<file path="config.mk">
export PLATFORM = sky130hd
export DESIGN_NAME = dissemination_barrier_unit
export DESIGN_NICKNAME = d
export VERILOG_FILES = /design/src/rtl/core/dbu_pkg.sv /design/src/rtl/core/dbu_ram.sv /design/src/rtl/core/dbu_ctrl.sv /design/src/rtl/core/dbu_datapath.sv /design/src/rtl/core/dissemination_barrier_unit.sv
export SDC_FILE = /design/constraint.sdc
export NUM_CORES = 2
export LEC_CHECK = 0
export BUFFER_PORTS_ARGS = -buffer_cell sky130_fd_sc_hd__buf_2
export CORE_UTILIZATION = 37
export DETAILED_ROUTE_END_ITERATION = 12
export PLACE_DENSITY = 0.59
export SYNTH_ARGS = -nofsm -noshare
export SYNTH_HDL_FRONTEND = slang
export SYNTH_SLANG_ARGS = --single-unit
</file>
<file path="constraint.sdc">
create_clock -name clk -period 15.3 [get_ports clk]
set_input_delay 2.295 -clock clk [delete_from_list [all_inputs] [get_ports clk]]
set_output_delay 2.295 -clock clk [all_outputs]
set_load 0.01 [all_outputs]
</file>
<file path="src/rtl/core/dbu_pkg.sv">
// Package of the dissemination barrier unit: sizes, word types, state codes,
// controller/datapath command and status structs and index helpers.
// Depends on nothing.
package dbu_pkg;

  localparam int MAX_THREADS = 64;
  localparam int MAX_ROUNDS  = 6;
  localparam int TID_W       = 6;
  localparam int CNT_W       = 7;
  localparam int RND_W       = 3;
  localparam int FLAG_DEPTH  = MAX_THREADS * MAX_ROUNDS * 2;
  localparam int FLAG_AW     = $clog2(FLAG_DEPTH);

  localparam logic [CNT_W-1:0] COUNT_RESET = CNT_W'(MAX_THREADS);

  typedef enum logic {
    OP_ARRIVE = 1'b0,
    OP_POLL   = 1'b1
  } op_e;

  typedef struct packed {
    op_e              op;
    logic [TID_W-1:0] thread_id;
  } item_t;

  typedef struct packed {
    logic [TID_W-1:0] thread_echo;
    logic             waiting;
    logic             released;
    logic [RND_W-1:0] round_reached;
    logic             error;
  } result_t;

  // Per-thread record held in the thread state RAM.
  typedef struct packed {
    logic             sense;
    logic             parity;
    logic [RND_W-1:0] round;
    logic             waiting;
    logic             psig;
  } tstate_t;

  localparam tstate_t TSTATE_RESET = '{sense: 1'b1, parity: 1'b0, round: '0,
                                       waiting: 1'b0, psig: 1'b0};

  typedef enum logic [2:0] {
    ST_CLEAR,
    ST_IDLE,
    ST_LOAD,
    ST_EVAL,
    ST_SIGNAL,
    ST_CHECK,
    ST_DONE
  } state_e;

  typedef struct packed {
    logic accept;
    logic capture;
    logic set_error;
    logic arrive;
    logic signal;
    logic advance;
    logic release_thr;
    logic finish;
    logic clr_step;
  } ctl_cmd_t;

  typedef struct packed {
    logic cfg_wr;
    logic clr_last;
    logic range_err;
    logic op_poll;
    logic waiting;
    logic round_lt;
    logic flag_match;
    logic last_round;
  } ctl_sts_t;

  // Zero acts as one, anything above the thread limit saturates.
  function automatic logic [CNT_W-1:0] clamp_count(input logic [CNT_W-1:0] v);
    logic [CNT_W-1:0] c;
    c = v;
    if (v == '0) c = CNT_W'(1);
    if (v > COUNT_RESET) c = COUNT_RESET;
    return c;
  endfunction

  // ceil(log2(c)), capped at MAX_ROUNDS.
  function automatic logic [RND_W-1:0] count_rounds(input logic [CNT_W-1:0] c);
    logic [RND_W-1:0] lg;
    lg = '0;
    for (int i = 0; i < CNT_W; i++) begin
      if ((CNT_W'(1) << i) < c) lg = RND_W'(lg + RND_W'(1));
    end
    if (lg > RND_W'(MAX_ROUNDS)) lg = RND_W'(MAX_ROUNDS);
    return lg;
  endfunction

  // (thread * MAX_ROUNDS + round) * 2 + parity
  function automatic logic [FLAG_AW-1:0] flag_index(input logic [TID_W-1:0] t,
                                                    input logic [RND_W-1:0] r,
                                                    input logic p);
    logic [FLAG_AW-1:0] b;
    b = FLAG_AW'(FLAG_AW'(t) * FLAG_AW'(MAX_ROUNDS)) + FLAG_AW'(r);
    return {b[FLAG_AW-2:0], p};
  endfunction

endpackage

</file>
<file path="src/rtl/core/dbu_ram.sv">
// Generic simple dual-port RAM: one write port, one registered read port.
// Depends on nothing.
module dbu_ram #(
  parameter int  WIDTH = 1,
  parameter int  DEPTH = 2,
  localparam int AW    = $clog2(DEPTH)
) (
  input  logic             clk,
  input  logic             we,
  input  logic [AW-1:0]    waddr,
  input  logic [WIDTH-1:0] wdata,
  input  logic [AW-1:0]    raddr,
  output logic [WIDTH-1:0] rdata
);

  logic [WIDTH-1:0] mem [DEPTH];

  always_ff @(posedge clk) begin
    if (we) begin
      mem[waddr] <= wdata;
    end
    rdata <= mem[raddr];
  end

endmodule

</file>
<file path="src/rtl/core/dbu_ctrl.sv">
// Controller of the dissemination barrier unit: sequences clear, load,
// per-round signal/check steps and result issue. Depends on dbu_pkg.
module dbu_ctrl (
  input  logic              clk,
  input  logic              rst,
  input  logic              start,
  input  dbu_pkg::ctl_sts_t sts,
  output dbu_pkg::ctl_cmd_t cmd,
  output logic              busy
);

  dbu_pkg::state_e state, state_next;

  always_ff @(posedge clk) begin
    if (rst) begin
      state <= dbu_pkg::ST_CLEAR;
    end else begin
      state <= state_next;
    end
  end

  // Next state
  always_comb begin
    state_next = state;
    unique case (state)
      dbu_pkg::ST_CLEAR: begin
        if (sts.clr_last) state_next = dbu_pkg::ST_IDLE;
      end
      dbu_pkg::ST_IDLE: begin
        if (start) state_next = dbu_pkg::ST_LOAD;
      end
      dbu_pkg::ST_LOAD: state_next = dbu_pkg::ST_EVAL;
      dbu_pkg::ST_EVAL: begin
        if (!sts.range_err && sts.op_poll && sts.waiting && sts.round_lt) begin
          state_next = dbu_pkg::ST_SIGNAL;
        end else begin
          state_next = dbu_pkg::ST_DONE;
        end
      end
      dbu_pkg::ST_SIGNAL: state_next = dbu_pkg::ST_CHECK;
      dbu_pkg::ST_CHECK: begin
        if (sts.flag_match && !sts.last_round) begin
          state_next = dbu_pkg::ST_SIGNAL;
        end else begin
          state_next = dbu_pkg::ST_DONE;
        end
      end
      dbu_pkg::ST_DONE: state_next = dbu_pkg::ST_IDLE;
      default: state_next = dbu_pkg::ST_CLEAR;
    endcase
    if (sts.cfg_wr) state_next = dbu_pkg::ST_CLEAR;
  end

  // Outputs
  always_comb begin
    cmd  = '0;
    busy = (state != dbu_pkg::ST_IDLE);
    unique case (state)
      dbu_pkg::ST_CLEAR: cmd.clr_step = 1'b1;
      dbu_pkg::ST_IDLE:  cmd.accept = start;
      dbu_pkg::ST_LOAD:  cmd.capture = 1'b1;
      dbu_pkg::ST_EVAL: begin
        if (sts.range_err) begin
          cmd.set_error = 1'b1;
        end else if (!sts.op_poll) begin
          cmd.set_error = sts.waiting;
          cmd.arrive    = !sts.waiting;
        end else begin
          cmd.release_thr = sts.waiting && !sts.round_lt;
        end
      end
      dbu_pkg::ST_SIGNAL: cmd.signal = 1'b1;
      dbu_pkg::ST_CHECK: begin
        cmd.advance     = sts.flag_match;
        cmd.release_thr = sts.flag_match && sts.last_round;
      end
      dbu_pkg::ST_DONE: cmd.finish = 1'b1;
      default: cmd = '0;
    endcase
  end

endmodule

</file>
<file path="src/rtl/core/dbu_datapath.sv">
// Datapath of the dissemination barrier unit: configuration, flag RAM,
// thread state RAM, working record and result word. Depends on dbu_pkg, dbu_ram.
module dbu_datapath (
  input  logic                       clk,
  input  logic                       rst,
  input  logic                       cfg_we,
  input  logic [dbu_pkg::CNT_W-1:0]  cfg_data,
  input  dbu_pkg::item_t             item,
  input  dbu_pkg::ctl_cmd_t          cmd,
  output dbu_pkg::ctl_sts_t          sts,
  output dbu_pkg::result_t           result,
  output logic                       done
);

  logic [dbu_pkg::CNT_W-1:0]   count;
  logic [dbu_pkg::RND_W-1:0]   nrounds;
  logic [dbu_pkg::CNT_W-1:0]   cfg_count;
  logic [dbu_pkg::FLAG_AW-1:0] clr_cnt;

  dbu_pkg::op_e                op_q;
  logic [dbu_pkg::TID_W-1:0]   tid_q;
  dbu_pkg::tstate_t            st;
  logic                        released_q;
  logic                        error_q;

  logic                        flag_we;
  logic [dbu_pkg::FLAG_AW-1:0] flag_waddr;
  logic                        flag_wdata;
  logic [dbu_pkg::FLAG_AW-1:0] flag_raddr;
  logic                        flag_rdata;

  logic                            st_we;
  logic [dbu_pkg::TID_W-1:0]       st_waddr;
  logic [$bits(dbu_pkg::tstate_t)-1:0] st_wdata;
  logic [$bits(dbu_pkg::tstate_t)-1:0] st_rdata;

  logic [dbu_pkg::CNT_W-1:0]   partner_sum;
  logic [dbu_pkg::CNT_W-1:0]   partner_wrap;
  logic [dbu_pkg::TID_W-1:0]   partner;
  logic                        range_err;

  assign cfg_count = dbu_pkg::clamp_count(cfg_data);

  always_ff @(posedge clk) begin
    if (rst) begin
      count   <= dbu_pkg::COUNT_RESET;
      nrounds <= dbu_pkg::count_rounds(dbu_pkg::COUNT_RESET);
      clr_cnt <= '0;
    end else if (cfg_we) begin
      count   <= cfg_count;
      nrounds <= dbu_pkg::count_rounds(cfg_count);
      clr_cnt <= '0;
    end else if (cmd.clr_step) begin
      clr_cnt <= dbu_pkg::FLAG_AW'(clr_cnt + dbu_pkg::FLAG_AW'(1));
    end
  end

  // Partner is (t + 2^r) mod count; both terms are below count.
  assign partner_sum  = dbu_pkg::CNT_W'({1'b0, tid_q}) +
                        (dbu_pkg::CNT_W'(1) << st.round);
  assign partner_wrap = (partner_sum >= count) ?
                        dbu_pkg::CNT_W'(partner_sum - count) : partner_sum;
  assign partner      = partner_wrap[dbu_pkg::TID_W-1:0];
  assign range_err    = (dbu_pkg::CNT_W'({1'b0, tid_q}) >= count);

  // Flag RAM: cleared by the sweep, written with the partner flag.
  assign flag_we    = cmd.clr_step || (cmd.signal && !st.psig);
  assign flag_waddr = cmd.clr_step ? clr_cnt :
                      dbu_pkg::flag_index(partner, st.round, st.parity);
  assign flag_wdata = cmd.clr_step ? 1'b0 : st.sense;
  assign flag_raddr = dbu_pkg::flag_index(tid_q, st.round, st.parity);

  dbu_ram #(
    .WIDTH (1),
    .DEPTH (dbu_pkg::FLAG_DEPTH)
  ) u_flag_ram (
    .clk   (clk),
    .we    (flag_we),
    .waddr (flag_waddr),
    .wdata (flag_wdata),
    .raddr (flag_raddr),
    .rdata (flag_rdata)
  );

  // Thread state RAM: the sweep resets all its rows, finish writes back.
  assign st_we    = (cmd.clr_step &&
                     (clr_cnt < dbu_pkg::FLAG_AW'(dbu_pkg::MAX_THREADS))) || cmd.finish;
  assign st_waddr = cmd.clr_step ? clr_cnt[dbu_pkg::TID_W-1:0] : tid_q;
  assign st_wdata = cmd.clr_step ? dbu_pkg::TSTATE_RESET : st;

  dbu_ram #(
    .WIDTH ($bits(dbu_pkg::tstate_t)),
    .DEPTH (dbu_pkg::MAX_THREADS)
  ) u_state_ram (
    .clk   (clk),
    .we    (st_we),
    .waddr (st_waddr),
    .wdata (st_wdata),
    .raddr (item.thread_id),
    .rdata (st_rdata)
  );

  // Working record of the thread in flight.
  always_ff @(posedge clk) begin
    if (cmd.accept) begin
      op_q  <= item.op;
      tid_q <= item.thread_id;
    end
    if (cmd.capture) begin
      st         <= dbu_pkg::tstate_t'(st_rdata);
      released_q <= 1'b0;
      error_q    <= 1'b0;
    end
    if (cmd.set_error) error_q <= 1'b1;
    if (cmd.arrive) begin
      st.waiting <= 1'b1;
      st.round   <= '0;
      st.psig    <= 1'b0;
    end
    if (cmd.signal) st.psig <= 1'b1;
    if (cmd.advance) begin
      st.round <= dbu_pkg::RND_W'(st.round + dbu_pkg::RND_W'(1));
    end
    if (cmd.release_thr) begin
      st.sense   <= st.sense ^ st.parity;
      st.parity  <= ~st.parity;
      st.waiting <= 1'b0;
      released_q <= 1'b1;
    end
    // Drop the signalled mark on leaving a round or the barrier.
    if (cmd.advance || cmd.release_thr) st.psig <= 1'b0;
  end

  always_comb begin
    sts            = '0;
    sts.cfg_wr     = cfg_we;
    sts.clr_last   = (clr_cnt == dbu_pkg::FLAG_AW'(dbu_pkg::FLAG_DEPTH - 1));
    sts.range_err  = range_err;
    sts.op_poll    = (op_q == dbu_pkg::OP_POLL);
    sts.waiting    = st.waiting;
    sts.round_lt   = (st.round < nrounds);
    sts.flag_match = (flag_rdata == st.sense);
    sts.last_round = (dbu_pkg::RND_W'(st.round + dbu_pkg::RND_W'(1)) >= nrounds);
  end

  // Result word, shown for one cycle.
  always_ff @(posedge clk) begin
    if (rst) begin
      done <= 1'b0;
    end else begin
      done <= cmd.finish;
    end
  end

  always_ff @(posedge clk) begin
    if (cmd.finish) begin
      result.thread_echo <= tid_q;
      if (range_err) begin
        result.waiting       <= 1'b0;
        result.released      <= 1'b0;
        result.round_reached <= '0;
        result.error         <= 1'b1;
      end else begin
        result.waiting       <= st.waiting;
        result.released      <= released_q;
        result.round_reached <= st.round;
        result.error         <= error_q;
      end
    end
  end

endmodule

</file>
<file path="src/rtl/core/dissemination_barrier_unit.sv">
// Top level of the dissemination barrier unit: controller plus datapath.
// Depends on dbu_pkg, dbu_ctrl, dbu_datapath (and dbu_ram below it).
//
// Usage: raise start with an item word (op, thread_id) while busy is low; the
// word is taken at that edge. Exactly one result word follows, on result for a
// single cycle with done high; the receiver cannot stall it, so capture it on
// that edge. An arrive passes through the load, evaluate and done states before
// the next word can be accepted; a poll also walks through the barrier rounds
// that it reaches (at most 6 for 64 threads). Each round costs a flag-RAM
// write-and-read step and a compare step, since the flag store has a single
// write port and a registered read. The result appears in the first cycle
// that busy is low. After reset, and after every thread_count write, the unit
// sweeps the 768-entry flag store and the 64-entry thread state store clear,
// one entry a cycle, with busy high throughout. thread_count is accepted at
// any edge with cfg_valid high (cfg_ready is always high), but write it only
// while no item is in flight; a write restarts the sweep.
module dissemination_barrier_unit (
  input  logic                      clk,
  input  logic                      rst,
  input  logic                      start,
  output logic                      busy,
  input  dbu_pkg::item_t            item,
  output logic                      done,
  output dbu_pkg::result_t          result,
  input  logic                      cfg_valid,
  output logic                      cfg_ready,
  input  logic [dbu_pkg::CNT_W-1:0] cfg_data
);

  dbu_pkg::ctl_cmd_t cmd;
  dbu_pkg::ctl_sts_t sts;
  logic              cfg_we;

  // Configuration is never held off.
  assign cfg_ready = 1'b1;
  assign cfg_we    = cfg_valid && cfg_ready;

  // Sequence the item: load record, evaluate, walk rounds, write back.
  dbu_ctrl u_ctrl (
    .clk   (clk),
    .rst   (rst),
    .start (start),
    .sts   (sts),
    .cmd   (cmd),
    .busy  (busy)
  );

  // Hold configuration, flags and thread records; form the result word.
  dbu_datapath u_datapath (
    .clk      (clk),
    .rst      (rst),
    .cfg_we   (cfg_we),
    .cfg_data (cfg_data),
    .item     (item),
    .cmd      (cmd),
    .sts      (sts),
    .result   (result),
    .done     (done)
  );

endmodule

</file>
### Yosys cells after proc, flatten, opt, wreduce, memory -nomap -nowiden

Memory sizes are Yosys's and may differ from the RTL's. A register that Yosys moved wholly into a read port is not among the register bits.
Cells that the tools add are included.

* input port bits: 18
* output and inout port bits: 15
* memories kept: 2
* logic and storage cells: 143
* bits in registers: 52
* memory bits (writable): 1216

Memory list
* u_datapath.u_flag_ram.mem: depth 768, width 1, read ports 1, clocked after memory_dff 1, write ports 1, line dbu_ram.sv:16 `logic [WIDTH-1:0] mem [DEPTH];`
* u_datapath.u_state_ram.mem: depth 64, width 7, read ports 1, clocked after memory_dff 1, write ports 1, line dbu_ram.sv:16

* $mul: 2
* equal/unequal tests: 11
* add/subtract/negate cells: 12
* bitwise operators: 2
* shift operators: 1
* multiplexer cells: 56
* magnitude comparators: 14
* reductions and logical operators: 24

Operator list (count)
* 3-bit 2-to-1 mux: 24
* 7-bit 2-to-1 mux: 4
* 3-bit by 1-bit adder with 3-bit output (second input constant): 7
* 3-bit case mux with 7 select lines: 1
* 9-bit by 3-bit adder with 9-bit output: 2
* 1-bit 2-to-1 mux: 17
* 6-bit by 2-bit multiplier with 8-bit output (second input constant): 2
* 6-bit 2-to-1 mux: 2
* 10-bit by 1-bit adder with 10-bit output (second input constant): 1
* 10-bit equality test (second input constant): 1
* 10-bit by 7-bit < comparator with 1-bit output (second input constant): 1
* 10-bit 2-to-1 mux: 1
* 2-bit 2-to-1 mux: 5
* 3-bit equality test (second input constant): 3
* 1-bit logical AND: 8
* 6-bit by 7-bit adder with 7-bit output: 1
* 6-bit by 7-bit greater-or-equal comparator with 1-bit output: 1
* 7-bit greater-or-equal comparator: 1
* 7-bit > comparator (second input constant): 1
* 7-bit zero test: 1
* 1-bit by 7-bit < comparator with 1-bit output (first input constant): 1
* 2-bit by 7-bit < comparator with 1-bit output (first input constant): 1
* 3-bit by 7-bit < comparator with 1-bit output (first input constant): 1
* 4-bit by 7-bit < comparator with 1-bit output (first input constant): 1
* 24 further kinds: 34

### Longest topological paths before layout

* depth in word-level cells: 33
* mapped depth: 36
* mapped depth without buffers: 29

### Hierarchy

From an unflattened synthesis, not the netlist that was laid out.

* cell total of the unflattened synthesis: 3660
* area total of the unflattened synthesis: 55535.8 um2

By module, submodules not included
* dbu_ram at u_datapath.u_flag_ram: cells an instance 2338, seq. area each 23082.1 um2, instances 1, area each 33578.5 um2
* dbu_ram at u_datapath.u_state_ram: cells an instance 827, seq. area each 13593.0 um2, instances 1, area each 17635.7 um2
* dbu_datapath: cells an instance 461, seq. area each 1221.2 um2, instances 1, area each 4077.7 um2
* dbu_ctrl: cells an instance 32, seq. area each 60.1 um2, instances 1, area each 232.7 um2
* dissemination_barrier_unit: cells an instance 2, seq. area each 0.0 um2, instances 1, area each 11.3 um2

### Least setup slack after synthesis

OpenSTA, ideal clock, no wires.

* path kind: reg-to-reg
* from: register u_ctrl.state[1]
* to: memory u_datapath.u_flag_ram.mem[0], data pin
* setup time: 2.203 ns
* clock period less this slack: 13.309 ns
* data arrival time: 11.106 ns
* path buffers: 4
* slack: 1.991 ns
* data required time: 13.097 ns
* stages on the path, launching flop included: 7
* cells stage by stage: dfxtp_1 -> clkbuf_1 -> or3_1 -> clkbuf_1 -> clkbuf_1 -> clkbuf_1 -> and2_1

* cells in the longest elaborated chain, start to end: 3

Ends and longest elaborated chain
* start, declared: line dbu_ctrl.sv:12 `dbu_pkg::state_e state, state_next;`
* start signal, assigned: line dbu_ctrl.sv:16 `state <= dbu_pkg::ST_CLEAR;`
* start signal, assigned: line dbu_ctrl.sv:18 `state <= state_next;`
* 3-bit zero test: line dbu_ctrl.sv:58 `unique case (state)`
* 1-bit 2-to-1 mux: line dbu_ctrl.sv:58
* 1-bit 2-to-1 mux: line dbu_datapath.sv:70 `assign flag_wdata = cmd.clr_step ? 1'b0 : st.sense;`
* named net u_datapath.flag_wdata: line dbu_datapath.sv:28 `logic flag_wdata;`
* end, declared: line dbu_ram.sv:16

The timed path passes the listed nets, and every way through them passes these cells.

### Final worst setup path

* from: register u_datapath.st[2] (netlist bit)
* to: memory u_datapath.u_flag_ram.mem[576] (enable)

* cells in the longest elaborated chain, start to end: 7
* elaborated cells on any way between the ends: 8
* those cells by class: 3 x add/sub; 1 x mul; 1 x order compare; 1 x shift; 2 x mux

Ends and longest elaborated chain
* start, declared: line dbu_datapath.sv:22 `dbu_pkg::tstate_t st;`
* start signal, assigned: line dbu_datapath.sv:110 `st <= dbu_pkg::tstate_t'(st_rdata);`
* 1-bit by 3-bit left shift with 7-bit output: line dbu_datapath.sv:60 `(dbu_pkg::CNT_W'(1) << st.round);`
* 6-bit by 7-bit adder with 7-bit output: line dbu_datapath.sv:59 `assign partner_sum = dbu_pkg::CNT_W'({1'b0, tid_q}) +`
* 6-bit subtractor / 7-bit greater-or-equal comparator (equally long branches): line dbu_datapath.sv:62, dbu_datapath.sv:61
* 6-bit 2-to-1 mux: line dbu_datapath.sv:61 `assign partner_wrap = (partner_sum >= count) ?`
* 6-bit by 2-bit multiplier with 8-bit output: line dbu_pkg.sv:104 `b = FLAG_AW'(FLAG_AW'(t) * FLAG_AW'(MAX_ROUNDS)) + FLAG_AW'(r);`
* 9-bit by 3-bit adder with 9-bit output *: line dbu_pkg.sv:104
* 10-bit 2-to-1 mux *: line dbu_datapath.sv:68 `assign flag_waddr = cmd.clr_step ? clr_cnt :`

Every way passes the cells marked *; elsewhere a longest branch is shown, timed or not.

==> flow_metrics.py <==
metrics = {
    "global_routing": {
        "wire_length_of_the_first_global_routing_pass_um": 207000,
        "grt_pass1_vias": 32200,
        "grtUsageTotal_pct": 17.4,
        "number_of_antenna_violations_at_the_first_check_in_global_routing": 1,
        "grt_start_max_net_pins": 285,
        "grt_overflow": 0,
    },
    "clock_network": {
        "post_cts.repair.setup_buffers": 0,
        "clockBufferDepth": 3,
        "clkSlewWorstSetupHoldPaths_ns": 0.06,
        "worst_skew_pair.late_latency_ns": 0.76,
        "clock_sinks": 1276,
        "cells_resized_by_post_cts_repair": 0,
        "cts_tree": "done",
        "cts_root_buf": "sky130_fd_sc_hd__clkbuf_16",
        "post_cts_hold_buffer_count": 0,
        "cts_buffers": 135,
        "max_h_tree_level": 4,
    },
    "layout": {
        "final_util_pct": 41.4,
        "layoutNonFillerInstCount": 5579,
        "design.final.nets": 3503,
        "summed_area_of_non_filler_cells_in_the_final_layout_sq_um": 63600,
        "final_layout_size_suffix_gt1_share_pct": 20.5,
        "synthToLayoutAreaGrowth_pct": 11.1,
        "n_fill_cell": 13900,
    },
    "route": {
        "detailedRoute.firstIterationViolations": 3062,
        "wl_met2_um": 67800,
        "highest_layer_used_for_signal_routing": "met4",
        "vias": 32200,
        "met3RoutedLength_um": 8210,
        "antenna_left": 0,
        "avgViaCountPerCell": 5.77,
        "drc": 0,
        "drtPass1Iterations": 6,
        "drt-total-wl_um": 137000,
        "met1Wirelength_um": 58300,
        "wire_per_inst_um": 24.6,
    },
    "hold_path": {
        "worstHoldStart": "u_datapath.released_q",
        "hp-class": "flop to flop",
    },
    "floorplanning": {
        "core_region_sq_um": 154000,
        "pin_count": 33,
        "die-width_um": 395,
        "die_area_sq_um": 156000,
        "dieHeight_um": 395,
        "initial_core_util_pct": 37.2,
        "floorplan.rows": 144,
    },
    "timing": {
        "layout_min_cycle_time_ns": 9.19,
        "grt_setup_unrepaired": "false",
        "slew_viol_final": 0,
        "worst-slew-pin-transition_ns": 1.34,
        "finalSetupViolations": 0,
        "final.setup.tns_ns": 0,
        "final.setup_skew_ns": 0.0310,
        "max_clock_freq_mhz": 109,
        "period_share_pct": 60.1,
        "slew_headroom_pct": 10.5,
        "finalHoldViolCount": 0,
    },
    "synth": {
        "netlist_area_before_placement_sq_um": 57300,
        "postSynthAreaPerCell_sq_um": 16.2,
        "postSynthNetCount": 3613,
        "syn_inst": 3539,
        "synthArstFlopShare_pct": 0,
        "synth_seq_area_share_pct": 66.3,
        "synth-edff-count": 1240,
        "ys_seq_elements": 1276,
        "ys.warnings.count": 0,
        "synth_cell_types": 86,
        "synth_flop_cell": "sky130_fd_sc_hd__edfxtp_1",
    },
    "placed_design": {
        "placed_cells": 5336,
        "gpl.final_weighted_congestion": 0.770,
        "buffer_ports.inserted": 31,
        "postPlaceCellArea_sq_um": 59300,
        "hpwl_um": 77600,
    },
    "outcome": {
        "outcome": "finished, final reports clean",
    },
    "critical_path": {
        "cp_slowest_stage_delay_ns": 1.00,
        "worst_setup_path_startpoint": "u_datapath.st[2]",
        "critical_path_s_most_frequent_cell": "sky130_fd_sc_hd__ha_1",
        "critical_path.max_fanout": 111,
        "setup.worst_path.end_class": "flop",
        "required_ns": 15.75,
        "timing.critical_path.max_delay_family": "buffers and inverters",
        "critical_path_class": "flop to flop",
        "crit_path_start_kind": "flop",
        "critical_path.n_buffers_inverters": 3,
        "critPathSlowestCell": "sky130_fd_sc_hd__buf_4",
        "r2r_slack_ns": 6.11,
        "timing.critical_path.arrival_ns": 9.64,
        "crit-reg2reg-launch": "u_datapath.st[2]",
    },
    "power_and_ir_drop": {
        "vdd_ir_drop_max_mv": 0.111,
        "fin_total_pwr_mw": 7.18,
        "leak_nw": 16.8,
        "power-per-cell-area_nw_per_um2": 113,
    },
    "run": {
        "cap_viol_max_count": 0,
    },
}
## stage by stage
| step | worst slack (ns) | hold slack (ns) |
|---|---|---|
| CTS | 6.22 | 0.447 |
| detailed placement | 6.29 | 0.433 |
| global route | 5.46 | 0.481 |
| floorplan | 1.99 | 0.417 |
| global placement | 6.32 | 0.432 |
| finish | 6.11 | 0.448 |
## per-layer routing
metal  track usage, %  up-vias
met3             2.82      192
met1             24.0    16800
met2             28.2      993
li1                 -    14300
met4             5.20        0
met5                0        -
## Yosys cell counts, drive strengths merged (4+ instances only)
cell | count | area [sq um]
o31ai | 5 | 42.5
xnor2 | 22 | 215
or3 | 6 | 37.5
a211oi | 14 | 110
buf | 161 | 796
edfxtp | 1240 | 37200
nand2 | 95 | 357
clkbuf | 173 | 658
dfxtp | 36 | 721
nand4 | 9 | 56.3
nor4 | 258 | 1650
nor3b | 12 | 90.1
mux2 | 6 | 67.6
a21o | 18 | 135
or4 | 5 | 37.5
o22ai | 4 | 25.0
and3 | 10 | 62.6
and2 | 17 | 109
a221oi | 4 | 58.8
a22o | 9 | 78.8
inv | 48 | 180
mux4 | 390 | 8780
nor2b | 15 | 93.8
nand3b | 10 | 75.1
fa | 5 | 100
or2 | 5 | 31.3
a31oi | 18 | 113
nor3 | 527 | 2640
o21a | 4 | 30.0
a32oi | 4 | 42.6
nand3 | 81 | 410
nand2b | 16 | 100
a21oi | 27 | 139
o211ai | 6 | 45.0
xor2 | 20 | 183
ha | 51 | 638
o21ai | 24 | 120
mux2i | 15 | 150
nor2 | 129 | 484
## logic make-up after synthesis
kind of cell               after synthesis  share of synthesized area (%)
DFF                                   1276                           66.3
and+or+nand+nor                       1202                           11.0
muxes                                  411                           15.7
buffers and inverters                  382                           2.85
AOI/OAI and AO/OA                      167                           2.11
adders and majority gates               56                           1.29
xor gates and xnor gates                44                          0.773
other                                    1                        0.00655
## sequential cells by signal, indices dropped and copies added (netlist names)
signal	cells
u_datapath.u_flag_ram.mem	768
u_datapath.u_state_ram.mem	448
u_datapath.result	12
u_datapath.clr_cnt	10
u_datapath.count	7
u_datapath.u_state_ram.rdata	7
u_datapath.tid_q	6
u_datapath.st	5
u_ctrl.state	3
u_datapath.nrounds	3
u_datapath.done	1
u_datapath.error_q	1
u_datapath.flag_raddr	1
u_datapath.op_q	1
u_datapath.released_q	1
u_datapath.sts	1
u_datapath.u_flag_ram.rdata	1
## layout by cell type, fill, tap and decap left out, drive strengths merged, types with 6 or more instances in the layout
cell	count
a211oi	14
a21o	18
a21oi	27
a22o	9
a31oi	18
and2	17
and3	10
buf	87
bufinv	12
clkbuf	165
clkinv	56
dfxtp	36
edfxtp	1240
ha	51
inv	56
mux2	6
mux2i	15
mux4	390
nand2	95
nand2b	16
nand3	81
nand3b	10
nand4	9
nor2	129
nor2b	15
nor3	527
nor3b	12
nor4	258
o211ai	6
o21ai	24
or3	6
xnor2	22
xor2	20
## path summary, 6_finish.rpt
| kind | end | cells past startpoint |
|---|---|---|
| max | u_datapath.u_flag_ram.mem[576] | 28 |
| min | u_datapath.released_q | 1 |
| max reg2reg | u_datapath.u_flag_ram.mem[576] | 28 |
| min reg2reg | u_datapath.released_q | 1 |
## cell type report
class	count	area (sq um)	share of cell area [%]
clock buffers	165	3580	5.62
flip-flops and latches	1276	38000	59.7
multi-input cells	1881	18000	28.2
inverters	48	180	0.283
clock inverters	77	736	1.16
repair buffers	87	659	1.04
well taps	2044	2560	4.02
diodes	1	2.50	0.00393
## report_power, final
part           leakage, nW  internal (mW)  switching (mW)  total [mW]
sequential            9.96           3.78         0.00323        3.78
combinational         4.71         0.0647          0.0983       0.163
clock                 2.12           1.87            1.36        3.24
No activity file was read; power rests on OpenSTA's default activity.
